<file path="config.mk">
export PLATFORM = sky130hd
export DESIGN_NAME = ppp_precomp_flat
export DESIGN_NICKNAME = d
export VERILOG_FILES = /design/src/hw/rtl/plane_point_projection_macros.svh /design/src/hw/rtl/ppp_pkg.sv /design/src/hw/rtl/ppp_cfg_if.sv /design/src/hw/rtl/ppp_precomp.sv /design/src/flat_wrapper.sv
export SDC_FILE = /design/constraint.sdc
export NUM_CORES = 2
export LEC_CHECK = 0
export BUFFER_PORTS_ARGS = -buffer_cell sky130_fd_sc_hd__buf_2
export CORE_MARGIN = 8
export CORE_UTILIZATION = 61
export DETAILED_ROUTE_END_ITERATION = 7
export HOLD_SLACK_MARGIN = 0.03
export PLACE_DENSITY_LB_ADDON = 0.05
export SKIP_LAST_GASP = 1
export SYNTH_ARGS = -nofsm -noshare
export SYNTH_HDL_FRONTEND = slang
export SYNTH_SLANG_ARGS = --single-unit
</file>
<file path="constraint.sdc">
create_clock -name clk -period 24.6 [get_ports clk]
set_input_delay 3.69 -clock clk [delete_from_list [all_inputs] [get_ports clk]]
set_output_delay 3.69 -clock clk [all_outputs]
set_load 0.01 [all_outputs]
</file>
<file path="src/hw/rtl/plane_point_projection_macros.svh">
// Assertion macros for the plane point projection block.
`ifndef PLANE_POINT_PROJECTION_MACROS_SVH
`define PLANE_POINT_PROJECTION_MACROS_SVH

// Same-cycle implication, off during reset.
`define PPP_ASSERT_IMP(label, clk, rst_n, ante, cons, msg) \
    label: assert property (@(posedge clk) disable iff (!rst_n) (ante) |-> (cons)) \
        else $error(msg);

// Next-cycle implication, off during reset.
`define PPP_ASSERT_NXT(label, clk, rst_n, ante, cons, msg) \
    label: assert property (@(posedge clk) disable iff (!rst_n) (ante) |=> (cons)) \
        else $error(msg);

`endif

</file>
<file path="src/hw/rtl/ppp_pkg.sv">
// Shared constants, types and helpers of the plane point projection block.
`default_nettype none

package ppp_pkg;

    localparam int FRAC_BITS = 16;
    localparam int CW        = 32;
    localparam int CFG_IDX_W = 2;

    // search accumulators, numerator widths
    localparam int ACC_W = 6 * CW + 4;
    localparam int NU_W  = 3 * CW + 2;
    localparam int NV_W  = 2 * CW + 2;

    localparam logic [CW-1:0] NZ_RESET = CW'(1) << FRAC_BITS;
    localparam logic [CW-1:0] HALF     = {1'b1, {(CW - 1){1'b0}}};

    typedef enum logic [CFG_IDX_W-1:0] {
        REG_NORMAL_X,
        REG_NORMAL_Y,
        REG_NORMAL_Z
    } cfg_reg_t;

    typedef enum logic [3:0] {
        PC_NYNY,
        PC_NZNZ,
        PC_NXNX,
        PC_NXNY,
        PC_NXNZ,
        PC_QLNL,
        PC_QLNH,
        PC_QHNL,
        PC_QHNH,
        PC_LAST,
        PC_IDLE
    } pc_state_t;

    typedef struct packed {
        logic [2*CW-1:0] q;
        logic [4*CW-1:0] den_u;
        logic [2*CW-1:0] c2_mag;
        logic [2*CW-1:0] c3_mag;
        logic            c2_neg;
        logic            c3_neg;
        logic [CW-1:0]   ny_mag;
        logic [CW-1:0]   nz_mag;
        logic            ny_neg;
        logic            nz_neg;
        logic            deg;
    } coef_t;

    typedef struct packed {
        logic signed [ACC_W-1:0] t;
        logic signed [ACC_W-1:0] ws;
        logic signed [ACC_W-1:0] s;
        logic [CW-1:0]           m;
        logic                    neg;
    } lane_t;

    typedef struct packed {
        lane_t u;
        lane_t v;
    } srch_t;

    function automatic logic [CW-1:0] mag(input logic [CW-1:0] x);
        return x[CW-1] ? (~x + 1'b1) : x;
    endfunction

endpackage

`default_nettype wire

</file>
<file path="src/hw/rtl/ppp_cfg_if.sv">
// Register write channel.
`default_nettype none

interface ppp_cfg_if;
    import ppp_pkg::*;

    logic                 valid;
    logic                 ready;
    logic [CFG_IDX_W-1:0] index;
    logic [CW-1:0]        data;

    modport source (output valid, output index, output data, input ready);
    modport sink (input valid, input index, input data, output ready);
endinterface

`default_nettype wire

</file>
<file path="src/hw/rtl/ppp_precomp.sv">
// Normal registers and the sequential pass that derives the plane coefficients.
`default_nettype none

module ppp_precomp (
    input  wire logic   clk,
    input  wire logic   rst_n,
    ppp_cfg_if.sink     cfg,
    output ppp_pkg::coef_t coef,
    output logic        busy
);
    import ppp_pkg::*;

    logic [CW-1:0]   nx_reg, ny_reg, nz_reg;
    pc_state_t       state_reg, state_next;
    logic [2*CW-1:0] prod_reg;
    logic [2*CW-1:0] q_reg, nn_reg, c2_reg, c3_reg;
    logic [4*CW-1:0] den_reg;
    logic [CW-1:0]   mul_a, mul_b;
    logic [CW-1:0]   nxm, nym, nzm;
    logic            hit;

    assign cfg.ready = 1'b1;
    assign hit = cfg.valid && (cfg.index == REG_NORMAL_X || cfg.index == REG_NORMAL_Y ||
                               cfg.index == REG_NORMAL_Z);

    assign nxm = mag(nx_reg);
    assign nym = mag(ny_reg);
    assign nzm = mag(nz_reg);

    always_ff @(posedge clk or negedge rst_n)
    begin
        if (!rst_n)
        begin
            nx_reg <= '0;
            ny_reg <= '0;
            nz_reg <= NZ_RESET;
        end
        else if (cfg.valid)
        begin
            unique case (cfg.index)
                REG_NORMAL_X: nx_reg <= cfg.data;
                REG_NORMAL_Y: ny_reg <= cfg.data;
                REG_NORMAL_Z: nz_reg <= cfg.data;
                default: ;
            endcase
        end
    end

    // restart the pass on every normal register write
    always_comb
    begin
        if (hit)
        begin
            state_next = PC_NYNY;
        end
        else
        begin
            unique case (state_reg)
                PC_NYNY: state_next = PC_NZNZ;
                PC_NZNZ: state_next = PC_NXNX;
                PC_NXNX: state_next = PC_NXNY;
                PC_NXNY: state_next = PC_NXNZ;
                PC_NXNZ: state_next = PC_QLNL;
                PC_QLNL: state_next = PC_QLNH;
                PC_QLNH: state_next = PC_QHNL;
                PC_QHNL: state_next = PC_QHNH;
                PC_QHNH: state_next = PC_LAST;
                PC_LAST: state_next = PC_IDLE;
                PC_IDLE: state_next = PC_IDLE;
                default: state_next = PC_IDLE;
            endcase
        end
    end

    always_ff @(posedge clk or negedge rst_n)
    begin
        if (!rst_n)
        begin
            state_reg <= PC_NYNY;
        end
        else
        begin
            state_reg <= state_next;
        end
    end

    // multiplier operands issued in each step
    always_comb
    begin
        unique case (state_reg)
            PC_NYNY: begin mul_a = nym; mul_b = nym; end
            PC_NZNZ: begin mul_a = nzm; mul_b = nzm; end
            PC_NXNX: begin mul_a = nxm; mul_b = nxm; end
            PC_NXNY: begin mul_a = nxm; mul_b = nym; end
            PC_NXNZ: begin mul_a = nxm; mul_b = nzm; end
            PC_QLNL: begin mul_a = q_reg[CW-1:0];  mul_b = nn_reg[CW-1:0];  end
            PC_QLNH: begin mul_a = q_reg[CW-1:0];  mul_b = nn_reg[2*CW-1:CW]; end
            PC_QHNL: begin mul_a = q_reg[2*CW-1:CW]; mul_b = nn_reg[CW-1:0];  end
            PC_QHNH: begin mul_a = q_reg[2*CW-1:CW]; mul_b = nn_reg[2*CW-1:CW]; end
            default: begin mul_a = '0; mul_b = '0; end
        endcase
    end

    // each step consumes the product issued in the previous step
    always_ff @(posedge clk)
    begin
        prod_reg <= mul_a * mul_b;
        unique case (state_reg)
            PC_NZNZ: q_reg   <= prod_reg;
            PC_NXNX: q_reg   <= q_reg + prod_reg;
            PC_NXNY: nn_reg  <= q_reg + prod_reg;
            PC_NXNZ: c2_reg  <= prod_reg;
            PC_QLNL: c3_reg  <= prod_reg;
            PC_QLNH: den_reg <= (4*CW)'(prod_reg);
            PC_QHNL: den_reg <= den_reg + ((4*CW)'(prod_reg) << CW);
            PC_QHNH: den_reg <= den_reg + ((4*CW)'(prod_reg) << CW);
            PC_LAST: den_reg <= den_reg + ((4*CW)'(prod_reg) << (2*CW));
            default: ;
        endcase
    end

    assign busy = (state_reg != PC_IDLE);

    always_comb
    begin
        coef.q      = q_reg;
        coef.den_u  = den_reg;
        coef.c2_mag = c2_reg;
        coef.c3_mag = c3_reg;
        coef.c2_neg = nx_reg[CW-1] ^ ny_reg[CW-1];
        coef.c3_neg = nx_reg[CW-1] ^ nz_reg[CW-1];
        coef.ny_mag = nym;
        coef.nz_mag = nzm;
        coef.ny_neg = ny_reg[CW-1];
        coef.nz_neg = nz_reg[CW-1];
        coef.deg    = (q_reg == '0);
    end

endmodule

`default_nettype wire

</file>
<file path="src/flat_wrapper.sv">
// flat-port wrapper written by rule: the top's interface ports become plain ports
module ppp_precomp_flat import ppp_pkg::*;
  (clk, rst_n, coef, busy, cfg_valid, cfg_index, cfg_data, cfg_ready);
  ppp_cfg_if cfg_i ();
  input  wire logic clk;
  input  wire logic rst_n;
  output ppp_pkg::coef_t coef;
  output logic busy;
  input wire logic [$bits(cfg_i.valid)-1:0] cfg_valid;
  input wire logic [$bits(cfg_i.index)-1:0] cfg_index;
  input wire logic [$bits(cfg_i.data)-1:0] cfg_data;
  output wire logic [$bits(cfg_i.ready)-1:0] cfg_ready;
  assign cfg_i.valid = cfg_valid;
  assign cfg_i.index = cfg_index;
  assign cfg_i.data = cfg_data;
  assign cfg_ready = cfg_i.ready;
  ppp_precomp u_core (.clk(clk), .rst_n(rst_n), .cfg(cfg_i), .coef(coef), .busy(busy));
endmodule
</file>
**Word level (Yosys, flattened, before mapping)**

Memory sizes are Yosys's and may differ from the RTL's.
Index checks and enable logic that the tools add are counted.

- Bits in registers: 548
- Memory bits (read-only): 64
- Bits of input ports: 37
- Output and inout bits: 391
- Logic and storage cells: 61
- Memories: 1

- Add/subtract/negate cells: 6
- Multipliers: 1
- Equal/unequal tests: 12
- Multiplexer cells: 8
- Bitwise logic cells: 5
- Reduce and logical (&&, ||, !) cells: 18

Memory list:

| memory | depth | bits a word | read ports | clocked after memory_dff | wr ports | RTL line | text |
|---|---|---|---|---|---|---|---|
| (no name shown) | 16 | 4 | 1 | 0 | 0 | ppp_precomp.sv:58 | `unique case (state_reg)` |

Operators by type and width:

| kind | count |
|---|---|
| 128-bit one-hot mux with 3 select lines | 1 |
| 32-bit one-hot mux with 5 select lines | 2 |
| 128-bit adder | 1 |
| 128-bit by 96-bit adder with 128-bit output | 1 |
| 64-bit one-hot mux with 2 select lines | 1 |
| 32-bit by 1-bit adder with 32-bit output (second input constant) | 3 |
| 32-bit two-way mux | 3 |
| 32-bit inverter | 3 |
| 64-bit adder | 1 |
| 64-bit logical NOT | 1 |
| 32-bit by 32-bit multiplier with 64-bit output | 1 |
| 4-bit by 3-bit equality test with 1-bit output (second input constant) | 4 |
| 2-bit OR reduction | 6 |
| 4-bit by 2-bit equality test with 1-bit output (second input constant) | 2 |
| 4-bit equality test (second input constant) | 2 |
| 2-bit AND reduction | 3 |
| 4-bit by 1-bit equality test with 1-bit output (second input constant) | 1 |
| 4-bit logical NOT | 1 |
| 4-bit two-way mux | 1 |
| 4-bit inequality test (second input constant) | 1 |
| 3-bit nonzero test | 1 |
| 3-bit OR reduction | 1 |
| 2-bit by 1-bit equality test with 1-bit output (second input constant) | 1 |
| 2-bit equality test (second input constant) | 1 |
| 5 further kinds | 7 |

**Longest topological paths before layout**

- Depth in word-level cells: 5
- Gate-level depth with buffers: 41
- Gate-level depth less buffers: 40

**Worst setup path before layout**

No wires, ideal clock.

- Path kind: register -> register
- From: register u_core.nz_reg[6]
- To: register u_core.prod_reg[56]
- Setup time: 0.072 ns
- Arrival: 10.924 ns
- Required time: 24.528 ns
- Slack: 13.604 ns
- Stages on the path, launching flop included: 37
- Buffers on the path: 2
- Clock period less this slack: 10.996 ns
- Cell sequence: dfrtp_1 > or4_4 > or3_4 > nand2b_4 > or4_4 > or3_4 > or3_4 > o31ai_1 > xnor2_1 > nand2_1 > nand3_2 > clkbuf_1 > nand2_1 > fa_1 > inv_1 > fa_1 > inv_1 > fa_1 > fa_1 > inv_1 > fa_1 > fa_1 > fa_1 > fa_1 > ha_1 > clkbuf_1 > a211oi_1 > nor2_1 > a2111oi_0 > o31ai_1 > a221oi_1 > a21oi_1 > o22ai_1 > o21ai_1 > o41a_1 > a2111oi_0 > xnor2_1

RTL lines:

| element | RTL line | text |
|---|---|---|
| start: declaration | ppp_precomp.sv:13 | `logic [CW-1:0] nx_reg, ny_reg, nz_reg;` |
| start signal: assignment | ppp_precomp.sv:43 | `REG_NORMAL_Z: nz_reg <= cfg.data;` |
| end signal: assignment | ppp_precomp.sv:107 | `prod_reg <= mul_a * mul_b;` |
| end: declaration | ppp_precomp.sv:15 | `logic [2*CW-1:0] prod_reg;` |

**Final worst setup path**

- From: register u_core.ny_reg[11]
- To: register u_core.prod_reg[56]

- Word-level cells in the longest chain between the ends: 5
- Elaborated cells on any way between the ends: 6
- Classes of those cells: add/sub (1); mul (1); mux (3); bitwise (1)

Ends and longest elaborated chain:

| element | RTL line | text |
|---|---|---|
| start: declaration | ppp_precomp.sv:13 |  |
| start signal: assignment | ppp_precomp.sv:42 | `REG_NORMAL_Y: ny_reg <= cfg.data;` |
| 32-bit inverter | ppp_pkg.sv:66 | `return x[CW-1] ? (~x + 1'b1) : x;` |
| 32-bit by 1-bit adder with 32-bit output | ppp_pkg.sv:66 |  |
| 32-bit two-way mux * | ppp_pkg.sv:66 |  |
| 32-bit one-hot mux with 5 select lines | ppp_precomp.sv:90 | `unique case (state_reg)` |
| 32-bit by 32-bit multiplier with 64-bit output * | ppp_precomp.sv:107 |  |

Every way passes the cells marked *; elsewhere a longest branch is shown, timed or not.
A chain may end at the register's enable or synchronous reset.

==> metrics.txt <==
Slew Viols, Final 0; Routed Antenna Nets 0; die area between 0.1 and 0.15 mm2; Max Freq 78.28 MHz; Worst-path clk slew about 0.070 ns; Worst Setup Start Kind register; main flop type after synthesis edfxtp_1; CP arrival ~13 ns; CP top delay family adder cells; maximum number of pins on one net before global-route repair 80; worst hold slack 0.5099 ns; clock sinks between 500 and 600; RSZ-0062 raised after global routing false; first-pass GRT wire length around 380 mm; crit share post-route 0.5193; Worst Setup Path Type reg -> reg; Avg WL per Cell around 29 um; H-tree Lvls 3; worst skew pair latency ~0.66 ns; min Tclk post-route approximately 13 ns; final WL 261.5 mm; Net Count, Synth 8632; HPWL Detailed between 200 and 250 mm; Vias per Instance 6.444; Post-CTS Resized 0; Setup crit end kind register; Slew @ Worst Pin 1.377 ns; total track usage 0.4295; share of the synthesized area in the top cell type 0.2699; layout cells sized above 1 0.1208; DR vias 57850; final hold violations 0; Initial Utilization 0.6134; EDFF count, synth ~380; hold buffers post-CTS 0; hold crit path type reg -> reg; final setup TNS 0 ns; post-synthesis instance area 0.06668 mm2; MaxCap Viol Count 0; # port buffers 426; Layout area overhead 9.260%; Die X-Extent 346.6 um; row cnt ~120; io pins 428; total clock buffers created by CTS 67; Final setup viols 0; TritonRoute pass-1 iters 8; Slew headroom 0.07413; DRC 5; final instance count without filler cells around 9000; initial antenna violation count 6; Largest register FFs 128; yosys warns 0; total congestion overflow 0; GPL Wtd Cong roughly 1.1; CP max stage cell or4_1; Clock Skews between 0.03 and 0.04 ns; Die Ht about 350 um; clk buf depth 3; vias in the first global route 59330; most used cell, CP fa_1; failing checks design-rule violations; TritonCTS clock tree done; Root Driver clkbuf_16; WP data required between 20 and 30 ns; fin nets between 8000 and 9000; Synth area leaders fa_1, edfxtp_1, ha_1; status finished with violations; asr flop ratio synth 0.1825; Worst Path Buf+Inv 3; Gate Count Post-Synth slightly above 7000; Area after DPL between 0.07 and 0.08 mm2; register area share after synthesis 0.2297; worst-path fanout max 21; slowest stage delay, CP 1.10 ns; Core Box Area about 0.11 mm2; Post-CTS Setup Inserts 0; Inst Count DP just under 9000; Detailed Route Iter0 Violations approximately 6600; Yosys top cell by area fa_1; mean post-synth cell area about 9.2 um2; register bit total from synthesis between 500 and 600; Netlist cell types about 90; fin area 0.07286 mm2
==> final cells by class <==
type,count,area [um2]
Clock buffer,79,1783
Tap cell,1414,1769
Inverter,1077,4044
Multi-Input combinational cell,5231,46140
Antenna cell,5,12.51
Sequential cell,548,15320
Timing Repair Buffer,581,3298
Clock inverter,42,499.2
Fill cell,8743,35840
==> cell usage after synthesis, types with 10 or more instances <==
master,count
buf_2,11
o21bai_1,61
nor4_1,51
a221oi_1,12
or4_1,27
nor3_1,53
inv_1,1077
o22ai_1,75
o41ai_1,17
dfrtp_1,99
nand2b_1,28
mux2_2,123
a31o_2,10
clkbuf_1,345
edfxtp_1,384
xnor2_1,201
o211ai_1,22
nor2_1,693
ha_1,461
a21oi_1,302
a222oi_1,25
o31a_1,11
nor2b_1,32
and3_1,83
a22o_1,33
buf_1,17
dfxtp_1,64
and2_1,49
a31oi_1,45
nand4_1,82
fa_1,899
or3_1,48
nand3_1,113
and4_1,10
o31ai_1,45
o21ai_0,223
o21a_1,30
a211oi_1,20
nand2_1,886
a21o_1,158
a21boi_0,11
xor2_1,155
==> path summary, 6_finish.rpt <==
kind / startpoint / endpoint / slack (ns) / cells after the start
min in group asynchronous: rst_n / u_core.state_reg[2] / 2.99 / 1
max: u_core.ny_reg[11] / u_core.prod_reg[56] / 11.83 / 33
min: u_core.nz_reg[31] / u_core.nz_reg[31] / 0.51 / 1
max in group asynchronous: rst_n / u_core.ny_reg[13] / 20.29 / 2
max reg2reg: u_core.ny_reg[11] / u_core.prod_reg[56] / 11.83 / 33
min reg2reg: u_core.nz_reg[31] / u_core.nz_reg[31] / 0.51 / 1
==> cells in the final DEF, fill, tap and decap left out, drive strengths merged, types with 30 or more instances in the layout <==
master / n
nand3: 114
a31oi: 45
buf: 581
ha: 461
o21bai: 61
dfrtp: 99
o31ai: 45
o21a: 30
nand4: 82
inv: 1084
nor3: 54
nand2: 886
o21ai: 226
mux2: 123
a22o: 33
nor2: 694
clkbuf: 79
and2: 51
fa: 899
or4: 30
a21oi: 302
o22ai: 75
nor2b: 32
or3: 51
dfxtp: 64
a21o: 158
nor4: 54
xor2: 155
edfxtp: 384
and3: 83
xnor2: 202
==> per-layer routing <==
metal | routed length, um | vias to the layer above | track usage
met5 | 20 | - | 0
met4 | 23380 | 2 | 0.2937
met3 | 34310 | 976 | 0.1391
met2 | 111300 | 3909 | 0.6449
met1 | 92480 | 28510 | 0.5283
li1 | - | 24450 | -
==> stage by stage <==
step	util	setup slack (ns)
6_report	0.6703	11.83
5_1_grt	0.6702	11.21
4_1_cts	0.6701	12.04
3_5_place_dp	0.6491	12.07
3_3_place_gp	0.6491	12.37
2_1_floorplan	-	13.60
==> worst register-to-register path: cells and delay by family, from the launching register on <==
family | cells | cell delay, ns
AOI/OAI and AO/OA | 10 | 3.54
adders and majority gates | 9 | 4.35
buffers and inverters | 3 | 0.16
xor gates and xnor gates | 2 | 0.44
and+or+nand+nor | 9 | 3.75
DFF | 1 | 0.40
==> cells by family (layout without fill, tap and decap cells) <==
logic type                 Yosys count  after routing  synth area share
and+or+nand+nor                   2192           2192            0.1456
buffers and inverters             1456           1779           0.08256
adders and majority gates         1360           1360            0.3564
AOI/OAI and AO/OA                 1196           1196            0.1175
DFF                                548            548            0.2297
xor gates and xnor gates           357            357           0.04717
muxes                              125            125           0.02107
other                                1              6        0.00005624
Power is left out: the tool's default activity adds up to more than one toggle a clock period on the data nets, which glitch-free logic cannot reach.
